$ cat config.mk
export PLATFORM = sky130hd
export DESIGN_NAME = char_lcd_text_wrap_writer_top
export DESIGN_NICKNAME = d
export VERILOG_FILES = /design/src/hdl/lcdwr_pkg.sv /design/src/hdl/char_lcd_text_wrap_writer_top.sv /design/src/hdl/lcdwr_emitter.sv
export SDC_FILE = /design/constraint.sdc
export NUM_CORES = 1
export LEC_CHECK = 0
export BUFFER_PORTS_ARGS = -buffer_cell sky130_fd_sc_hd__buf_4
export CAP_MARGIN = 5
export CELL_PAD_IN_SITES_DETAIL_PLACEMENT = 1
export CELL_PAD_IN_SITES_GLOBAL_PLACEMENT = 1
export CORE_MARGIN = 2
export CORE_UTILIZATION = 47
export CTS_CLUSTER_SIZE = 16
export DETAILED_ROUTE_END_ITERATION = 12
export GPL_TIMING_DRIVEN = 0
export PLACE_DENSITY = 0.86
export SYNTH_ARGS = -nofsm -noshare
export SYNTH_HDL_FRONTEND = slang
export SYNTH_SLANG_ARGS = --single-unit
$ cat constraint.sdc
create_clock -name clk -period 5.62 [get_ports clk]
set_clock_uncertainty 0.15 [all_clocks]
set_input_delay 0.562 -clock clk [delete_from_list [all_inputs] [get_ports clk]]
set_output_delay 0.562 -clock clk [all_outputs]
set_load 0.01 [all_outputs]
$ cat src/hdl/lcdwr_pkg.sv
// Shared types and constants for the character LCD text wrap writer.
// It depends on nothing. The emitter and the top level both import it.
`timescale 1ns / 1ps

package lcdwr_pkg;

  // Default geometry of the display: characters per line, and the spaces
  // written to blank a line.
  localparam int LINE_CHARS_DEF   = 16;
  localparam int CLEAR_SPACES_DEF = 17;

  // Controller instruction bytes and the blank character.
  localparam logic [7:0] CMD_LINE_TWO = 8'hC0;
  localparam logic [7:0] CMD_LINE_ONE = 8'h80;
  localparam logic [7:0] CMD_CLEAR    = 8'h01;
  localparam logic [7:0] SPACE_CHAR   = 8'h20;

  // Register select codes on the controller bus.
  localparam logic RS_INSTR = 1'b0;
  localparam logic RS_DATA  = 1'b1;

  // The wrap burst, if any, that comes before a character.
  typedef enum logic [1:0] {
    WRAP_NONE,
    WRAP_FROM_ONE,
    WRAP_FROM_TWO
  } wrap_kind_t;

  // One input item.
  typedef struct packed {
    logic [7:0] char_code;
    logic       string_start;
  } in_item_t;

  // One bus write.
  typedef struct packed {
    logic       reg_select;
    logic [7:0] bus_byte;
    logic       last_write;
  } out_item_t;

  // A character with its wrap decision, handed to the emitter.
  typedef struct packed {
    logic [7:0] char_code;
    wrap_kind_t wrap;
  } job_t;

endpackage

$ cat src/hdl/char_lcd_text_wrap_writer_top.sv
// Top level of the character LCD text wrap writer: cursor tracking and emitter.
// It depends on lcdwr_pkg and instantiates lcdwr_emitter.
//
//   channel  direction  ports                          moves
//   in       input      in_valid, in_stall, in_item    one character item
//   out      output     out_valid, out_stall, out_item one bus write item
//
// A character without a wrap is a single write, so items stream at one per cycle
// while the output does not stall. A wrap holds the input while the emitter's step
// counter walks line commands, CLEAR_SPACES spaces and, from line two, a clear.
// Reset clears the column count, the line flag and all valid flags.
// A stall on the output holds its register; the job register then fills and
// the input stalls until the held write drains and the character write is taken.
`timescale 1ns / 1ps

module char_lcd_text_wrap_writer_top #(
  parameter int LINE_CHARS   = lcdwr_pkg::LINE_CHARS_DEF,
  parameter int CLEAR_SPACES = lcdwr_pkg::CLEAR_SPACES_DEF
) (
  input  logic                  clk,
  input  logic                  rst_n,
  input  logic                  in_valid,
  output logic                  in_stall,
  input  lcdwr_pkg::in_item_t   in_item,
  output logic                  out_valid,
  input  logic                  out_stall,
  output lcdwr_pkg::out_item_t  out_item
);
  import lcdwr_pkg::*;

  localparam int COL_W = $clog2(LINE_CHARS + 1);
  localparam logic [COL_W-1:0] LINE_FULL = COL_W'(LINE_CHARS);

  logic [COL_W-1:0] column_r;
  logic [COL_W-1:0] column_nxt;
  logic             line_two_r;
  logic             line_two_nxt;
  logic [COL_W-1:0] col_eff;
  logic             line_eff;
  logic             wrap;
  logic             accept;
  job_t             job;

  assign accept = in_valid && !in_stall;

  // A string mark clears the cursor before the character is placed.
  always_comb begin
    col_eff  = in_item.string_start ? '0 : column_r;
    line_eff = in_item.string_start ? 1'b0 : line_two_r;
    wrap     = (col_eff >= LINE_FULL);
    column_nxt   = (wrap ? '0 : col_eff) + 1'b1;
    line_two_nxt = wrap ? !line_eff : line_eff;
    job.char_code = in_item.char_code;
    if (!wrap) begin
      job.wrap = WRAP_NONE;
    end else if (line_eff) begin
      job.wrap = WRAP_FROM_TWO;
    end else begin
      job.wrap = WRAP_FROM_ONE;
    end
  end

  // Cursor state advances when a character item is accepted.
  always_ff @(posedge clk) begin
    if (!rst_n) begin
      column_r   <= '0;
      line_two_r <= 1'b0;
    end else if (accept) begin
      column_r   <= column_nxt;
      line_two_r <= line_two_nxt;
    end
  end

  lcdwr_emitter #(
    .CLEAR_SPACES(CLEAR_SPACES)
  ) u_emitter (
    .clk      (clk),
    .rst_n    (rst_n),
    .job_valid(in_valid),
    .job      (job),
    .job_stall(in_stall),
    .out_valid(out_valid),
    .out_stall(out_stall),
    .out_item (out_item)
  );

endmodule

$ cat src/hdl/lcdwr_emitter.sv
// Bus write emitter: holds one character job and steps through its wrap burst.
// It depends on lcdwr_pkg for the job and write types and the command bytes.
`timescale 1ns / 1ps

module lcdwr_emitter #(
  parameter int CLEAR_SPACES = lcdwr_pkg::CLEAR_SPACES_DEF
) (
  input  logic                  clk,
  input  logic                  rst_n,
  input  logic                  job_valid,
  input  lcdwr_pkg::job_t       job,
  output logic                  job_stall,
  output logic                  out_valid,
  input  logic                  out_stall,
  output lcdwr_pkg::out_item_t  out_item
);
  import lcdwr_pkg::*;

  localparam int STEP_W = $clog2(CLEAR_SPACES + 4);
  localparam logic [STEP_W-1:0] LAST_SPACE = STEP_W'(CLEAR_SPACES);
  localparam logic [STEP_W-1:0] STEP_CMD_A = STEP_W'(CLEAR_SPACES + 1);
  localparam logic [STEP_W-1:0] STEP_CMD_B = STEP_W'(CLEAR_SPACES + 2);

  logic              job_valid_r;
  job_t              job_r;
  logic [STEP_W-1:0] step_r;
  logic [STEP_W-1:0] step_nxt;
  logic              out_valid_r;
  out_item_t         out_item_r;
  out_item_t         cur_write;
  out_item_t         char_write;
  logic              advance;
  logic              retire;

  // The output register can take a new write when empty or being drained.
  assign advance = !out_valid_r || !out_stall;
  assign retire  = job_valid_r && advance && cur_write.last_write;
  assign job_stall = job_valid_r && !retire;

  // Write for the current step of the held job.
  always_comb begin
    char_write = '{reg_select: RS_DATA, bus_byte: job_r.char_code, last_write: 1'b1};
    cur_write  = char_write;
    case (job_r.wrap)
      WRAP_NONE: begin
        cur_write = char_write;
      end
      WRAP_FROM_ONE: begin
        if (step_r == '0) begin
          cur_write = '{reg_select: RS_INSTR, bus_byte: CMD_LINE_TWO, last_write: 1'b0};
        end else if (step_r <= LAST_SPACE) begin
          cur_write = '{reg_select: RS_DATA, bus_byte: SPACE_CHAR, last_write: 1'b0};
        end else if (step_r == STEP_CMD_A) begin
          cur_write = '{reg_select: RS_INSTR, bus_byte: CMD_LINE_TWO, last_write: 1'b0};
        end else begin
          cur_write = char_write;
        end
      end
      WRAP_FROM_TWO: begin
        if (step_r == '0) begin
          cur_write = '{reg_select: RS_INSTR, bus_byte: CMD_LINE_ONE, last_write: 1'b0};
        end else if (step_r <= LAST_SPACE) begin
          cur_write = '{reg_select: RS_DATA, bus_byte: SPACE_CHAR, last_write: 1'b0};
        end else if (step_r == STEP_CMD_A) begin
          cur_write = '{reg_select: RS_INSTR, bus_byte: CMD_LINE_TWO, last_write: 1'b0};
        end else if (step_r == STEP_CMD_B) begin
          cur_write = '{reg_select: RS_INSTR, bus_byte: CMD_CLEAR, last_write: 1'b0};
        end else begin
          cur_write = char_write;
        end
      end
      default: begin
        cur_write = char_write;
      end
    endcase
  end

  // Step counter returns to zero when the character itself goes out.
  always_comb begin
    step_nxt = step_r;
    if (job_valid_r && advance) begin
      step_nxt = cur_write.last_write ? '0 : step_r + 1'b1;
    end
  end

  // Control state: job occupancy, step and output valid.
  always_ff @(posedge clk) begin
    if (!rst_n) begin
      job_valid_r <= 1'b0;
      step_r      <= '0;
      out_valid_r <= 1'b0;
    end else begin
      step_r <= step_nxt;
      if (advance) begin
        out_valid_r <= job_valid_r;
      end
      if (job_valid && !job_stall) begin
        job_valid_r <= 1'b1;
      end else if (retire) begin
        job_valid_r <= 1'b0;
      end
    end
  end

  // Payload registers.
  always_ff @(posedge clk) begin
    if (job_valid && !job_stall) begin
      job_r <= job;
    end
    if (advance && job_valid_r) begin
      out_item_r <= cur_write;
    end
  end

  assign out_valid = out_valid_r;
  assign out_item  = out_item_r;

endmodule
==> impl_metrics.json, run 1 <==
{
  "outcome": "finished clean",
  "cts_resized": 0,
  "yosysMostFrequentCell": "edfxtp_1",
  "synth_top_area_share": 0.3664,
  "setup-tns-final_ps": 0,
  "ctsHoldBuffers": 0,
  "io_buffers": 24,
  "worstSetupPathType": "flip-flop to flip-flop",
  "grtUsageTotal": 0.2106,
  "worstSetupEndpointType": "flip-flop",
  "synthAdderAreaFrac": 0.05344,
  "yosys.area_share.simple": 0.1832,
  "avgViaCountPerCell": 5.622,
  "dr.pass1.iters": 4,
  "setup_viol": 0,
  "period_share": 0.5133,
  "top_level_ports": 25,
  "ys_seq_area_frac": 0.5252,
  "synth-xor-area-share": 0,
  "synth_compound_area_frac": 0.1939,
  "synth_area_leaders": "edfxtp_1 37%, dfxtp_1 16%, ha_1 5.3%",
  "htreeDepth": 2,
  "drt_iter0_markers": 37,
  "cts_buffers": 5,
  "crit_path_start_kind": "flip-flop",
  "cts_setup_buffers": 0,
  "syn_nets": 172,
  "floorplan.initialDensity": 0.4912,
  "power_mw": 0.5120,
  "synth.distinct_cells": 42,
  "cts.clk_slew.worst_paths_ps": 100,
  "core_area_mm2": 0.003337,
  "avgRoutedWirePerCell_um": 16.29,
  "vdd_drop_max_mv": 0.1647,
  "root_buffer": "clkbuf_4",
  "fmax_ghz": 0.3467,
  "antenna_found_initial": 0,
  "grt_max_degree": 18,
  "drtAntennaViolNets": 0,
  "max-cap-violations": 0,
  "place_hpwl_mm": 2.786,
  "critPathTopFamily": "compound AO/OA/AOI/OAI gates",
  "area_growth_pct": 19.08,
  "async_flop_share": 0,
  "cp_num_buf_inv": 2,
  "clk_latency_ps": 340,
  "grt_overflow": 0,
  "ys_top_cells_by_count": "20 x edfxtp_1, 13 x dfxtp_1, 12 x nand2_1, 12 x o21ai_0, 11 x a21oi_1",
  "yosysWarnings": 0,
  "grt_setup_unrepaired": "false",
  "synth_flop_cell": "edfxtp_1",
  "holdCritPathClass": "input pin to flip-flop",
  "synthesis.area_mm2": 0.001639,
  "synth_edf_count": 20,
  "synthCells": 152,
  "dr_total_vias": 1293,
  "synth_top_family_by_area": "compound AO/OA/AOI/OAI gates",
  "powerDensity_mw_per_mm2": 262.3,
  "critPathMaxFanout": 11,
  "cp_slowest_cell": "nor2_1",
  "cts_tree": "done",
  "synthMuxAreaShare": 0,
  "drt_wl_total_mm": 3.747,
  "cp.required_ps": 5440,
  "drc": 0,
  "leakage_nw": 0.7295,
  "dieArea_mm2": 0.003976,
  "synth_top_cell_by_area": "edfxtp_1",
  "slew_violations": 0,
  "tightest_slew_ps": 926.7,
  "fp-row-count": 21,
  "arrival_ps": 2700,
  "gp_congestion": 0.8667,
  "cts_buffer_depth": 2,
  "cp_cell_sequence": "inv_1 > ha_1 > o21ba_2 > o211ai_4 > o311ai_4 > inv_4 > nor2_1",
  "slew_headroom": 0.3799,
  "die_h_um": 63.06,
  "grt_pass1_wl_mm": 6.389,
  "die_w_um": 63.06,
  "grt_pass1_vias": 1368,
  "drive_gt1_frac": 0.2228,
  "clkSinkCount": 33,
  "max_stage_delay_ps": 720,
  "avgSynthCellArea_um2": 10.78,
  "n_antenna_cell": 0,
  "min_period_ps": 2884,
  "final_nets": 203,
  "ys_ff_latch": 33,
  "final-hold-violation-count": 0
}
## flip-flops by register name (all words and copies together), names as in the netlist
name,flops
u_emitter.job_valid_r,1
u_emitter.step_r,5
u_emitter.out_valid,1
column_r,5
u_emitter.out_item,10
u_emitter.job_r,2
line_two_r,1
u_emitter.char_write,8
## metal layers
layer | routed length (µm) | global-route usage
met4 | 80 | 0.07500
met5 | 0 | 0
met1 | 1540 | 0.2403
met3 | 127 | 0.06786
met2 | 1999 | 0.3684
## layout by cell type (no fill, tap or decap), types with 2 or more instances in the layout
master	synthesis	layout
nand3b_1	3	3
nand2b_1	2	2
a21oi_1	11	11
clkinv_1	1	2
o21ai_0	12	12
inv_1	9	9
o22a_1	2	2
nor2b_1	5	5
and2_1	2	2
nand3_1	5	5
nand4_1	5	5
o21a_1	3	3
a31oi_1	5	5
clkbuf_4	0	5
buf_4	0	24
edfxtp_1	20	20
nand2_1	12	12
ha_1	7	7
nor3_1	4	4
nor2_1	7	7
clkbuf_1	1	2
buf_2	2	2
dfxtp_1	13	13
## worst reg2reg max path: cells and delay by family (launching register included)
kind	cells	cell delay [ps]
AO/OA/AOI/OAI	3	810
AND/OR/NAND/NOR	1	720
flip-flops	1	450
buffers and inverters	2	200
adder cells (fa/ha/maj)	1	180
## cell type report
class	count	area, µm²
Buffer	5	28.78
Clock buffer	6	41.29
Clock inverter	2	33.78
Fill cell	388	1385
Inverter	11	43.79
Multi-Input combinational cell	103	705.7
Sequential cell	33	860.8
Tap cell	46	57.56
Timing Repair Buffer	24	180.2
## where the power goes
| part | switching, mW | total (mW) | internal (mW) |
|---|---|---|---|
| combinational | 0.0358 | 0.0610 | 0.0252 |
| sequential | 0.00564 | 0.277 | 0.271 |
| clock | 0.0818 | 0.174 | 0.0925 |
| total | 0.123 | 0.512 | 0.389 |
## through the flow
step | hold slack (ps) | utilization | instances | worst slack (ps) | area (µm²)
floorplan | 312.4 | - | 152 | 3144 | 1639
global placement | 327.8 | 0.5624 | 222 | 2817 | 1877
detailed placement | 339.0 | 0.5624 | 222 | 2769 | 1877
CTS | 238.5 | 0.5849 | 230 | 2727 | 1952
global route | 204.1 | 0.5849 | 230 | 2508 | 1952
finish | 239.4 | 0.5849 | 230 | 2736 | 1952
## worst paths after layout
path / from / cells after the start / end / slack, ps
setup / recovery: u_emitter.step_r[1]$_SDFFE_PN0P_ / 7 / u_emitter.char_write[4]$_DFFE_PP_ / 2740
hold / removal: in_item[7] / 1 / u_emitter.char_write[7]$_DFFE_PP_ / 240
setup reg to reg: u_emitter.step_r[1]$_SDFFE_PN0P_ / 7 / u_emitter.char_write[4]$_DFFE_PP_ / 2740
hold reg to reg: column_r[1]$_SDFFE_PN0P_ / 2 / column_r[1]$_SDFFE_PN0P_ / 350
## kinds of logic after synthesis
family          count (synthesis)
fa+ha+maj                       7
buf+inv                        16
flops                          33
simple gates                   52
compound gates                 44
(Power assumes the default switching activity.)
==> run 2, diff against run 1 <==
- CORE_UTILIZATION: 47 -> 43
- PLACE_DENSITY: 0.86 -> 0.8
- clock period: 5.62 -> 2.8 ns (I/O delays scaled with it)
==> impl_metrics.json, run 2 (synthesized netlist as in run 1, its figures left out) <==
{
  "outcome": "finished clean",
  "critPathTopFamily": "compound AO/OA/AOI/OAI gates",
  "rr_startpoint": "u_emitter.step_r[1]$_SDFFE_PN0P_",
  "arrival_ps": 2120,
  "vdd_drop_max_mv": 0.2360,
  "cts_buffer_depth": 2,
  "rrSetupSlack_ps": 380,
  "fmax_ghz": 0.3921,
  "avgRoutedWirePerCell_um": 15.39,
  "area_growth_pct": 21.60,
  "slew_headroom": 0.6274,
  "antenna_found_initial": 0,
  "core_area_mm2": 0.003661,
  "root_buffer": "clkbuf_8",
  "cts.clk_slew.worst_paths_ps": 70,
  "cts_tree": "done",
  "final_area_mm2": 0.001993,
  "critPathMaxFanout": 8,
  "cts_buffers": 5,
  "min_period_ps": 2550,
  "drt_wl_total_mm": 3.571,
  "fp-row-count": 22,
  "worstSetupEndpointType": "output pin",
  "instances_no_fill": 232,
  "die_w_um": 65.74,
  "crit_path_start_kind": "flip-flop",
  "die_h_um": 65.74,
  "slew_violations": 0,
  "place_hpwl_mm": 2.648,
  "n_antenna_cell": 0,
  "tightest_slew_ps": 555.4,
  "worstSetupPathType": "flip-flop to output pin",
  "leakage_nw": 0.7437,
  "drc": 0,
  "grt_overflow": 0,
  "grt_max_degree": 18,
  "grt_setup_unrepaired": "false",
  "n_fill_cell": 413,
  "r2r_cells": 7,
  "avgViaCountPerCell": 5.509,
  "grt_pass1_wl_mm": 6.016,
  "grt_pass1_vias": 1327,
  "dp_cells": 224,
  "final-hold-violation-count": 0,
  "top_level_ports": 25,
  "dpl-instance-area_mm2": 0.001879,
  "ctsHoldBuffers": 0,
  "max-cap-violations": 0,
  "final_cell_mix": "24 x buf_4, 20 x edfxtp_1, 13 x dfxtp_1",
  "setup-tns-final_ps": 0,
  "dr_total_vias": 1278,
  "period_share": 0.9108,
  "drtAntennaViolNets": 0,
  "crit_start": "u_emitter.step_r[1]$_SDFFE_PN0P_",
  "max_stage_delay_ps": 450,
  "regToRegEndpoint": "u_emitter.char_write[2]$_DFFE_PP_",
  "dieArea_mm2": 0.004322,
  "crit_path_end": "in_stall",
  "cp_cell_sequence": "ha_1 > a21boi_2 > a221oi_2 > o311ai_4 > inv_4 > buf_4",
  "powerDensity_mw_per_mm2": 553.0,
  "power_mw": 1.102,
  "clk_latency_ps": 270,
  "cp.depth": 6,
  "final_nets": 203,
  "dr.pass1.iters": 4,
  "setup_viol": 0,
  "cp_num_buf_inv": 2,
  "drive_gt1_frac": 0.2283,
  "io_buffers": 24,
  "cp.required_ps": 2370,
  "floorplan.initialDensity": 0.4477,
  "cp_slowest_cell": "dfxtp_1",
  "grtUsageTotal": 0.1845,
  "final_common_cell": "buf_4",
  "drt_iter0_markers": 45,
  "largest_register_ffs": 10,
  "htreeDepth": 2,
  "clkSinkCount": 33,
  "gp_congestion": 0.9159,
  "holdCritPathClass": "input pin to flip-flop"
}
## run 2: cell counts in the layout (fill, tap and decap cells not counted)
No cell type changed its count.
## run 2: layout make-up
class,instances,area [µm²],area share
Clock buffer,6,72.57,0.03641
Clock inverter,2,33.78,0.01695
Multi-Input combinational cell,103,713.2,0.3578
Sequential cell,33,860.8,0.4319
Timing Repair Buffer,24,180.2,0.09040
Buffer,5,28.78,0.01444
Inverter,11,43.79,0.02197
Tap cell,48,60.06,0.03013
## run 2: report_power, final
part / leakage [nW] / internal (mW) / switching [mW] / total (mW)
Sequential: 0.299 / 0.544 / 0.0113 / 0.556
Combinational: 0.392 / 0.0510 / 0.0706 / 0.122
Clock: 0.0528 / 0.262 / 0.162 / 0.425
Total: 0.744 / 0.858 / 0.244 / 1.10
## run 2: per-stage QoR
| stage | setup WS [ps] | hold WS [ps] | util |
|---|---|---|---|
| after floorplan | 323.7 | 228.9 | - |
| after global placement | 12.27 | 308.5 | 0.5133 |
| after detailed placement | -52.83 | 309.6 | 0.5133 |
| after CTS | 184.9 | 20.59 | 0.5431 |
| after global routing | 75.16 | 9.554 | 0.5444 |
| final | 249.7 | 28.20 | 0.5444 |
## run 2: what timing repair did
item	4_1_cts	5_1_grt
resized for setup	1	1
setup endpoints to repair	11	10
pin swaps	0	0
setup buffers	0	0
cloned	0	0
## run 2: worst min-delay path by stage
stage / depth (start not counted) / from / end
after floorplan: 0 / in_item[1] / u_emitter.char_write[1]$_DFFE_PP_
after global placement: 1 / in_item[5] / u_emitter.char_write[5]$_DFFE_PP_
after detailed placement: 1 / in_item[6] / u_emitter.char_write[6]$_DFFE_PP_
after CTS: 1 / in_item[6] / u_emitter.char_write[6]$_DFFE_PP_
after global routing: 1 / in_item[6] / u_emitter.char_write[6]$_DFFE_PP_
final: 1 / in_item[6] / u_emitter.char_write[6]$_DFFE_PP_
## run 2: layer usage
layer | vias up | wire, µm | track usage
met5 | - | 0 | 0
met4 | 0 | 19 | 0.06510
met3 | 2 | 101 | 0.05308
met2 | 20 | 1899 | 0.3182
met1 | 632 | 1551 | 0.2176
li1 | 624 | - | -
